<file path="src/rtl/four_list_vector_sum_search_macros.svh">
// ----------------------------------------------------------------------------
// Four-list vector sum search: assertion macros
// Shared concurrent assertion forms, clocked on i_clk, off during reset.
// ----------------------------------------------------------------------------
`ifndef FOUR_LIST_VECTOR_SUM_SEARCH_MACROS_SVH
`define FOUR_LIST_VECTOR_SUM_SEARCH_MACROS_SVH

// same-cycle implication
`define FLVS_ASSERT_IMP(label, ante, cons, msg) \
    label: assert property (@(posedge i_clk) disable iff (!i_rst_n) (ante) |-> (cons)) \
        else $error(msg);

// next-cycle implication
`define FLVS_ASSERT_NXT(label, ante, cons, msg) \
    label: assert property (@(posedge i_clk) disable iff (!i_rst_n) (ante) |=> (cons)) \
        else $error(msg);

`endif

</file>
<file path="src/rtl/flvs_pkg.sv">
// ----------------------------------------------------------------------------
// Four-list vector sum search: package
// Word types, key layout, register indexes, controller states and ops.
// ----------------------------------------------------------------------------
package flvs_pkg;

    localparam int CFG_IDX_W  = 2;
    localparam int CFG_DATA_W = 18;
    localparam int COORD_W    = 16;
    localparam int SUM_W      = 17;
    localparam int TGT_W      = 18;
    localparam int KIDX_W     = 10;
    localparam int PC_W       = 6;

    localparam logic [CFG_IDX_W-1:0] CFG_TARGET_X    = 2'd0;
    localparam logic [CFG_IDX_W-1:0] CFG_TARGET_Y    = 2'd1;
    localparam logic [CFG_IDX_W-1:0] CFG_POINT_COUNT = 2'd2;

    localparam logic [1:0] LIST_A = 2'd0;
    localparam logic [1:0] LIST_D = 2'd3;

    // flipping the sign bit makes unsigned key order match signed order
    localparam logic [SUM_W-1:0] KEY_FLIP = 17'h10000;

    typedef struct packed {
        logic [1:0]                kind;
        logic signed [COORD_W-1:0] point_x;
        logic signed [COORD_W-1:0] point_y;
    } t_in_word;

    typedef struct packed {
        logic                      found;
        logic signed [COORD_W-1:0] a_x;
        logic signed [COORD_W-1:0] a_y;
        logic signed [COORD_W-1:0] b_x;
        logic signed [COORD_W-1:0] b_y;
        logic signed [COORD_W-1:0] c_x;
        logic signed [COORD_W-1:0] c_y;
        logic signed [COORD_W-1:0] d_x;
        logic signed [COORD_W-1:0] d_y;
    } t_out_word;

    typedef struct packed {
        logic signed [COORD_W-1:0] x;
        logic signed [COORD_W-1:0] y;
    } t_point;

    // pair-sum sort key: (x, y, first index, second index)
    typedef struct packed {
        logic [SUM_W-1:0]  kx;
        logic [SUM_W-1:0]  ky;
        logic [KIDX_W-1:0] ki;
        logic [KIDX_W-1:0] kj;
    } t_key;

    typedef enum logic [3:0] {
        S_IDLE, S_BLD_RD, S_BLD_WR, S_SRT_RDE, S_SRT_CAP, S_SRT_RDF, S_SRT_CMP,
        S_SRT_WR, S_SCN_RD, S_SCN_SUM, S_BS_RD, S_BS_CMP, S_SCN_NXT, S_OUT_RD,
        S_OUT_SET, S_OUT_WAIT
    } t_state;

    typedef enum logic [3:0] {
        OP_LOAD, OP_BLD_RD, OP_BLD_WR, OP_SRT_RDE, OP_SRT_CAP, OP_SRT_RDF,
        OP_SRT_CMP, OP_SRT_WR, OP_SCN_RD, OP_SCN_SUM, OP_BS_RD, OP_BS_CMP,
        OP_SCN_NXT, OP_OUT_RD, OP_OUT_SET, OP_OUT_WAIT
    } t_op;

    typedef struct packed {
        logic load_last;
        logic pair_last;
        logic f_last;
        logic e_last;
        logic lr_empty;
        logic hit;
    } t_sts;

endpackage

</file>
<file path="src/rtl/flvs_ctrl.sv">
// ----------------------------------------------------------------------------
// Four-list vector sum search: controller
// Sequences load, pair build, rank sort, binary search scan and result.
// ----------------------------------------------------------------------------
`include "four_list_vector_sum_search_macros.svh"

module flvs_ctrl
    import flvs_pkg::*;
(
    input  logic i_clk,
    input  logic i_rst_n,
    input  t_sts i_sts,
    input  logic i_out_stall,
    output t_op  o_op,
    output logic o_in_stall,
    output logic o_out_valid
);

    t_state r_state, n_state;

    always_ff @(posedge i_clk) begin
        if (!i_rst_n) begin
            r_state <= S_IDLE;
        end else begin
            r_state <= n_state;
        end
    end

    always_comb begin
        n_state     = r_state;
        o_op        = OP_LOAD;
        o_in_stall  = (r_state != S_IDLE);
        o_out_valid = (r_state == S_OUT_WAIT);
        case (r_state)
            S_IDLE: begin
                o_op = OP_LOAD;
                if (i_sts.load_last) n_state = S_BLD_RD;
            end
            S_BLD_RD: begin
                o_op    = OP_BLD_RD;
                n_state = S_BLD_WR;
            end
            S_BLD_WR: begin
                o_op    = OP_BLD_WR;
                n_state = i_sts.pair_last ? S_SRT_RDE : S_BLD_RD;
            end
            S_SRT_RDE: begin
                o_op    = OP_SRT_RDE;
                n_state = S_SRT_CAP;
            end
            S_SRT_CAP: begin
                o_op    = OP_SRT_CAP;
                n_state = S_SRT_RDF;
            end
            S_SRT_RDF: begin
                o_op    = OP_SRT_RDF;
                n_state = S_SRT_CMP;
            end
            S_SRT_CMP: begin
                o_op    = OP_SRT_CMP;
                n_state = i_sts.f_last ? S_SRT_WR : S_SRT_RDF;
            end
            S_SRT_WR: begin
                o_op    = OP_SRT_WR;
                n_state = i_sts.e_last ? S_SCN_RD : S_SRT_RDE;
            end
            S_SCN_RD: begin
                o_op    = OP_SCN_RD;
                n_state = S_SCN_SUM;
            end
            S_SCN_SUM: begin
                o_op    = OP_SCN_SUM;
                n_state = S_BS_RD;
            end
            S_BS_RD: begin
                o_op    = OP_BS_RD;
                n_state = i_sts.lr_empty ? S_SCN_NXT : S_BS_CMP;
            end
            S_BS_CMP: begin
                o_op    = OP_BS_CMP;
                n_state = i_sts.hit ? S_SCN_NXT : S_BS_RD;
            end
            S_SCN_NXT: begin
                o_op    = OP_SCN_NXT;
                n_state = i_sts.pair_last ? S_OUT_RD : S_SCN_RD;
            end
            S_OUT_RD: begin
                o_op    = OP_OUT_RD;
                n_state = S_OUT_SET;
            end
            S_OUT_SET: begin
                o_op    = OP_OUT_SET;
                n_state = S_OUT_WAIT;
            end
            S_OUT_WAIT: begin
                o_op = OP_OUT_WAIT;
                if (!i_out_stall) n_state = S_IDLE;
            end
            default: begin
                n_state = S_IDLE;
            end
        endcase
    end

    `FLVS_ASSERT_NXT(a_load_starts_build, i_sts.load_last, r_state == S_BLD_RD, "no build")
    `FLVS_ASSERT_IMP(a_busy_while_result, o_out_valid, o_in_stall, "input open with result")
    `FLVS_ASSERT_NXT(a_result_held, o_out_valid && i_out_stall, o_out_valid, "result dropped")

endmodule

</file>
<file path="config.mk">
export PLATFORM = sky130hd
export DESIGN_NAME = flvs_ctrl
export DESIGN_NICKNAME = d
export VERILOG_FILES = /design/src/rtl/flvs_pkg.sv /design/src/rtl/flvs_ctrl.sv
export VERILOG_INCLUDE_DIRS = /design/src /design/src/rtl
export SDC_FILE = /design/constraint.sdc
export NUM_CORES = 1
export LEC_CHECK = 0
export BUFFER_PORTS_ARGS = -buffer_cell sky130_fd_sc_hd__buf_4
export CAP_MARGIN = 20
export CELL_PAD_IN_SITES_DETAIL_PLACEMENT = 0
export CELL_PAD_IN_SITES_GLOBAL_PLACEMENT = 2
export CORE_UTILIZATION = 22
export DETAILED_ROUTE_END_ITERATION = 7
export GPL_TIMING_DRIVEN = 1
export PLACE_DENSITY_LB_ADDON = 0.1
export REMOVE_ABC_BUFFERS = 1
export SLEW_MARGIN = 20
export SYNTH_ARGS = -nofsm -noshare
export SYNTH_HDL_FRONTEND = slang
export SYNTH_SLANG_ARGS = --single-unit
</file>
<file path="constraint.sdc">
create_clock -name i_clk -period 1.5 [get_ports i_clk]
set_input_delay 0.15 -clock i_clk [delete_from_list [all_inputs] [get_ports i_clk]]
set_output_delay 0.15 -clock i_clk [all_outputs]
set_load 0.01 [all_outputs]
</file>
==> flow_summary.yaml <==
critical_path:
  cpPeakStageDelay_ns: 0.50
  path_max_fanout: 13
  worstPathCellList: "or4_4 > buf_4"
  crit_family: "simple AND/OR/NAND/NOR gates"
  cp.arrival_ns: 1.29
  r2r_cells: 3
  crit_path_top_delay_cell: "or4_4"
  cp-end-kind: "output pin"
  cp-start-kind: "flip-flop"
  r2r-end: "r_state[0]$_SDFFE_PN0P_"
  reg2reg_slack_ns: 0.33
  crit_type: "flip-flop to output pin"
  r2r-start: "r_state[2]$_SDFFE_PN0P_"
  worst-path-buf-inv: 1
  worstPathRequired_ns: 1.35
logic_synthesis:
  synth_warnings: 0
  syn_area_per_cell_um2: 7.19
  synthCells: 47
  synth.yosys.seq_area_share_pct: 23.7
  synth_cell_types: 27
  synth-seq-cells: 4
  synthesis.area_um2: 338
grt:
  gr-usage-met3_pct: 6.52
  top_usage_layer: "met2"
  grt_pass1_wl_mm: 1.40
  antenna_found_initial: 0
  grt_max_degree: 14
  gr-usage-met1_pct: 14.0
  track_usage_pct: 13.3
  grt_remaining_overflow: 0
  met2_usage_pct: 21.5
  grt_pass1_vias: 373
clock_tree:
  ctsHoldBuffers: 0
  ctsHtreeMaxLevel: 1
  clockBufferDepth: 2
  clk_latency_ns: 0.24
  cts_buffers: 3
  cts_tree: "yes"
  post_cts_buffers: 0
  clockRootBuffer: "clkbuf_4"
  path_clk_slew_ns: 0.04
  cts_sinks: 4
worst_hold_path:
  hp-class: "input port to flip-flop"
  min_to: "r_state[0]$_SDFFE_PN0P_"
  worstHoldStart: "i_rst_n"
  min_path_cells: 3
route:
  ant_nets: 0
  dr.pass1.iters: 4
  wl_per_cell_um: 11.9
  drc: 0
  num_vias: 379
  routed_wl_um: 877
  detail_route.iter0.violations: 2
  post_drt_via_cell_ratio: 5.12
timing:
  period_share_pct: 95.8
  rsz0062_at_grt: "false"
  final_hold_viol_count: 0
  slew_violations: 0
  tightest_slew_ns: 0.256
  fin_setup_tns_ns: 0
  fin_ws_ns: 0.0631
  finalCriticalPeriod_ns: 1.44
  setup_viol: 0
  fin_skew_ns: 0.00193
  timing.slew.headroom_pct: 82.9
  hold_slack_ns: 0.169
  fmax_ghz: 0.696
floorplanning:
  fp.dieW_um: 41.2
  dieArea_um2: 1700
  row_count: 13
  die_h_um: 41.2
  io-pin-count: 15
  core_area_um2: 1370
  start_util_pct: 24.7
placement:
  hpwl_um: 644
  dp_slack_ns: 0.240
  portBuffers: 14
  gp_congestion: 0.752
layout:
  n_antenna_cell: 0
  largestRegisters: "r_state: 4 flops"
  largest_reg_flops: 4
  num-nets-final: 70
  largest-register: "r_state"
  synthToLayoutAreaGrowth_pct: 36.7
  drive_gt1_share_pct: 37.3
power_and_ir_drop:
  peakVddDrop_mv: 0.373
  total_leakage_power_nw: 0.207
  cellPowerDensity_nw_per_um2: 1040
outcome:
  status: "finished clean"
run:
  maxCapViolCount: 0
[per-layer routing]
layer,vias up,part of all wire [%]
met2,19,43
met4,0,0.34
met5,-,0
met1,168,48
met3,2,8.8
li1,190,-
[synthesized netlist by cell type (all sizes together)]
cell / instances / area (um2)
clkbuf: 5 / 22.5
dfxtp: 4 / 80.1
inv: 4 / 15.0
nand3: 4 / 20.0
a21oi: 3 / 15.0
o21ai: 3 / 18.8
a31oi: 2 / 12.5
buf: 2 / 16.3
nand2: 2 / 7.51
nand2b: 2 / 12.5
nor2: 2 / 7.51
nor2b: 2 / 12.5
a211o: 1 / 8.76
a211oi: 1 / 7.51
a21o: 1 / 7.51
a22oi: 1 / 7.51
and2b: 1 / 7.51
mux2i: 1 / 10.0
nor3: 1 / 5.00
o2111ai: 1 / 8.76
o211ai: 1 / 7.51
o22ai: 1 / 6.26
o311a: 1 / 10.0
or4: 1 / 11.3
[timing repair]
action                                 in CTS  in global routing
resized for setup                           1                  0
endpoints found under the hold margin       0                  0
setup endpoints to repair                   1                  0
[power by group]
group	internal, mW	leakage (nW)	switching (mW)
Sequential	0.121	0.0333	0.0138
Combinational	0.108	0.160	0.0985
Clock	0.0898	0.0138	0.0492
[worst register-to-register path: stages, from the launching register on]
cell     delay, ns
dfxtp_2       0.38
or4_4         0.51
o21ai_2       0.12
a31oi_1       0.05
[placed cells by master (no fill, tap or decap), types with 2 or more instances in the layout]
cell type  Yosys  layout
clkbuf_4       1       3
nand3_1        4       4
o21ai_1        2       2
nor2b_1        2       2
buf_4          0      16
nor2_1         2       2
a31oi_1        2       2
dfxtp_1        4       3
inv_1          4       4
a21oi_1        3       3
nand2_1        2       2
nand2b_1       2       2
[worst max-delay path by stage]
stage | startpoint | end | depth (start not counted)
finish | r_state[2]$_SDFFE_PN0P_ | o_in_stall | 2
global route | r_state[2]$_SDFFE_PN0P_ | o_in_stall | 2
CTS | r_state[2]$_SDFFE_PN0P_ | o_in_stall | 2
detailed placement | r_state[2]$_SDFFE_PN0P_ | o_in_stall | 2
global placement | r_state[2]$_SDFFE_PN0P_ | o_in_stall | 2
floorplan | r_state[0]$_SDFFE_PN0P_ | r_state[0]$_SDFFE_PN0P_ | 3
[final cells by class]
cell class / count / area [um2]
clock buffers: 3 / 22.5
fillers: 164 / 905
inverters: 4 / 15.0
multi-input cells: 32 / 204
flip-flops and latches: 4 / 81.3
well taps: 15 / 18.8
repair buffers: 16 / 120
[cells by family (layout without fill, tap and decap cells)]
kind of cell	Yosys count	in the layout	synth area share [%]
DFF	4	4	23.7
buffers and inverters	11	23	15.9
and+or+nand+nor	15	15	24.8
AOI/OAI and AO/OA	16	16	32.6
muxes	1	1	2.96
[stage by stage]
step	util, %	power, mW	std cells	area, um2
after global placement	32.1	0.343	71	438
final	33.8	0.480	74	462
after detailed placement	32.1	0.343	71	438
after floorplan	-	0.252	40	299
after global routing	33.8	0.515	74	462
after CTS	33.8	0.485	74	462
(Power assumes the default switching activity.)
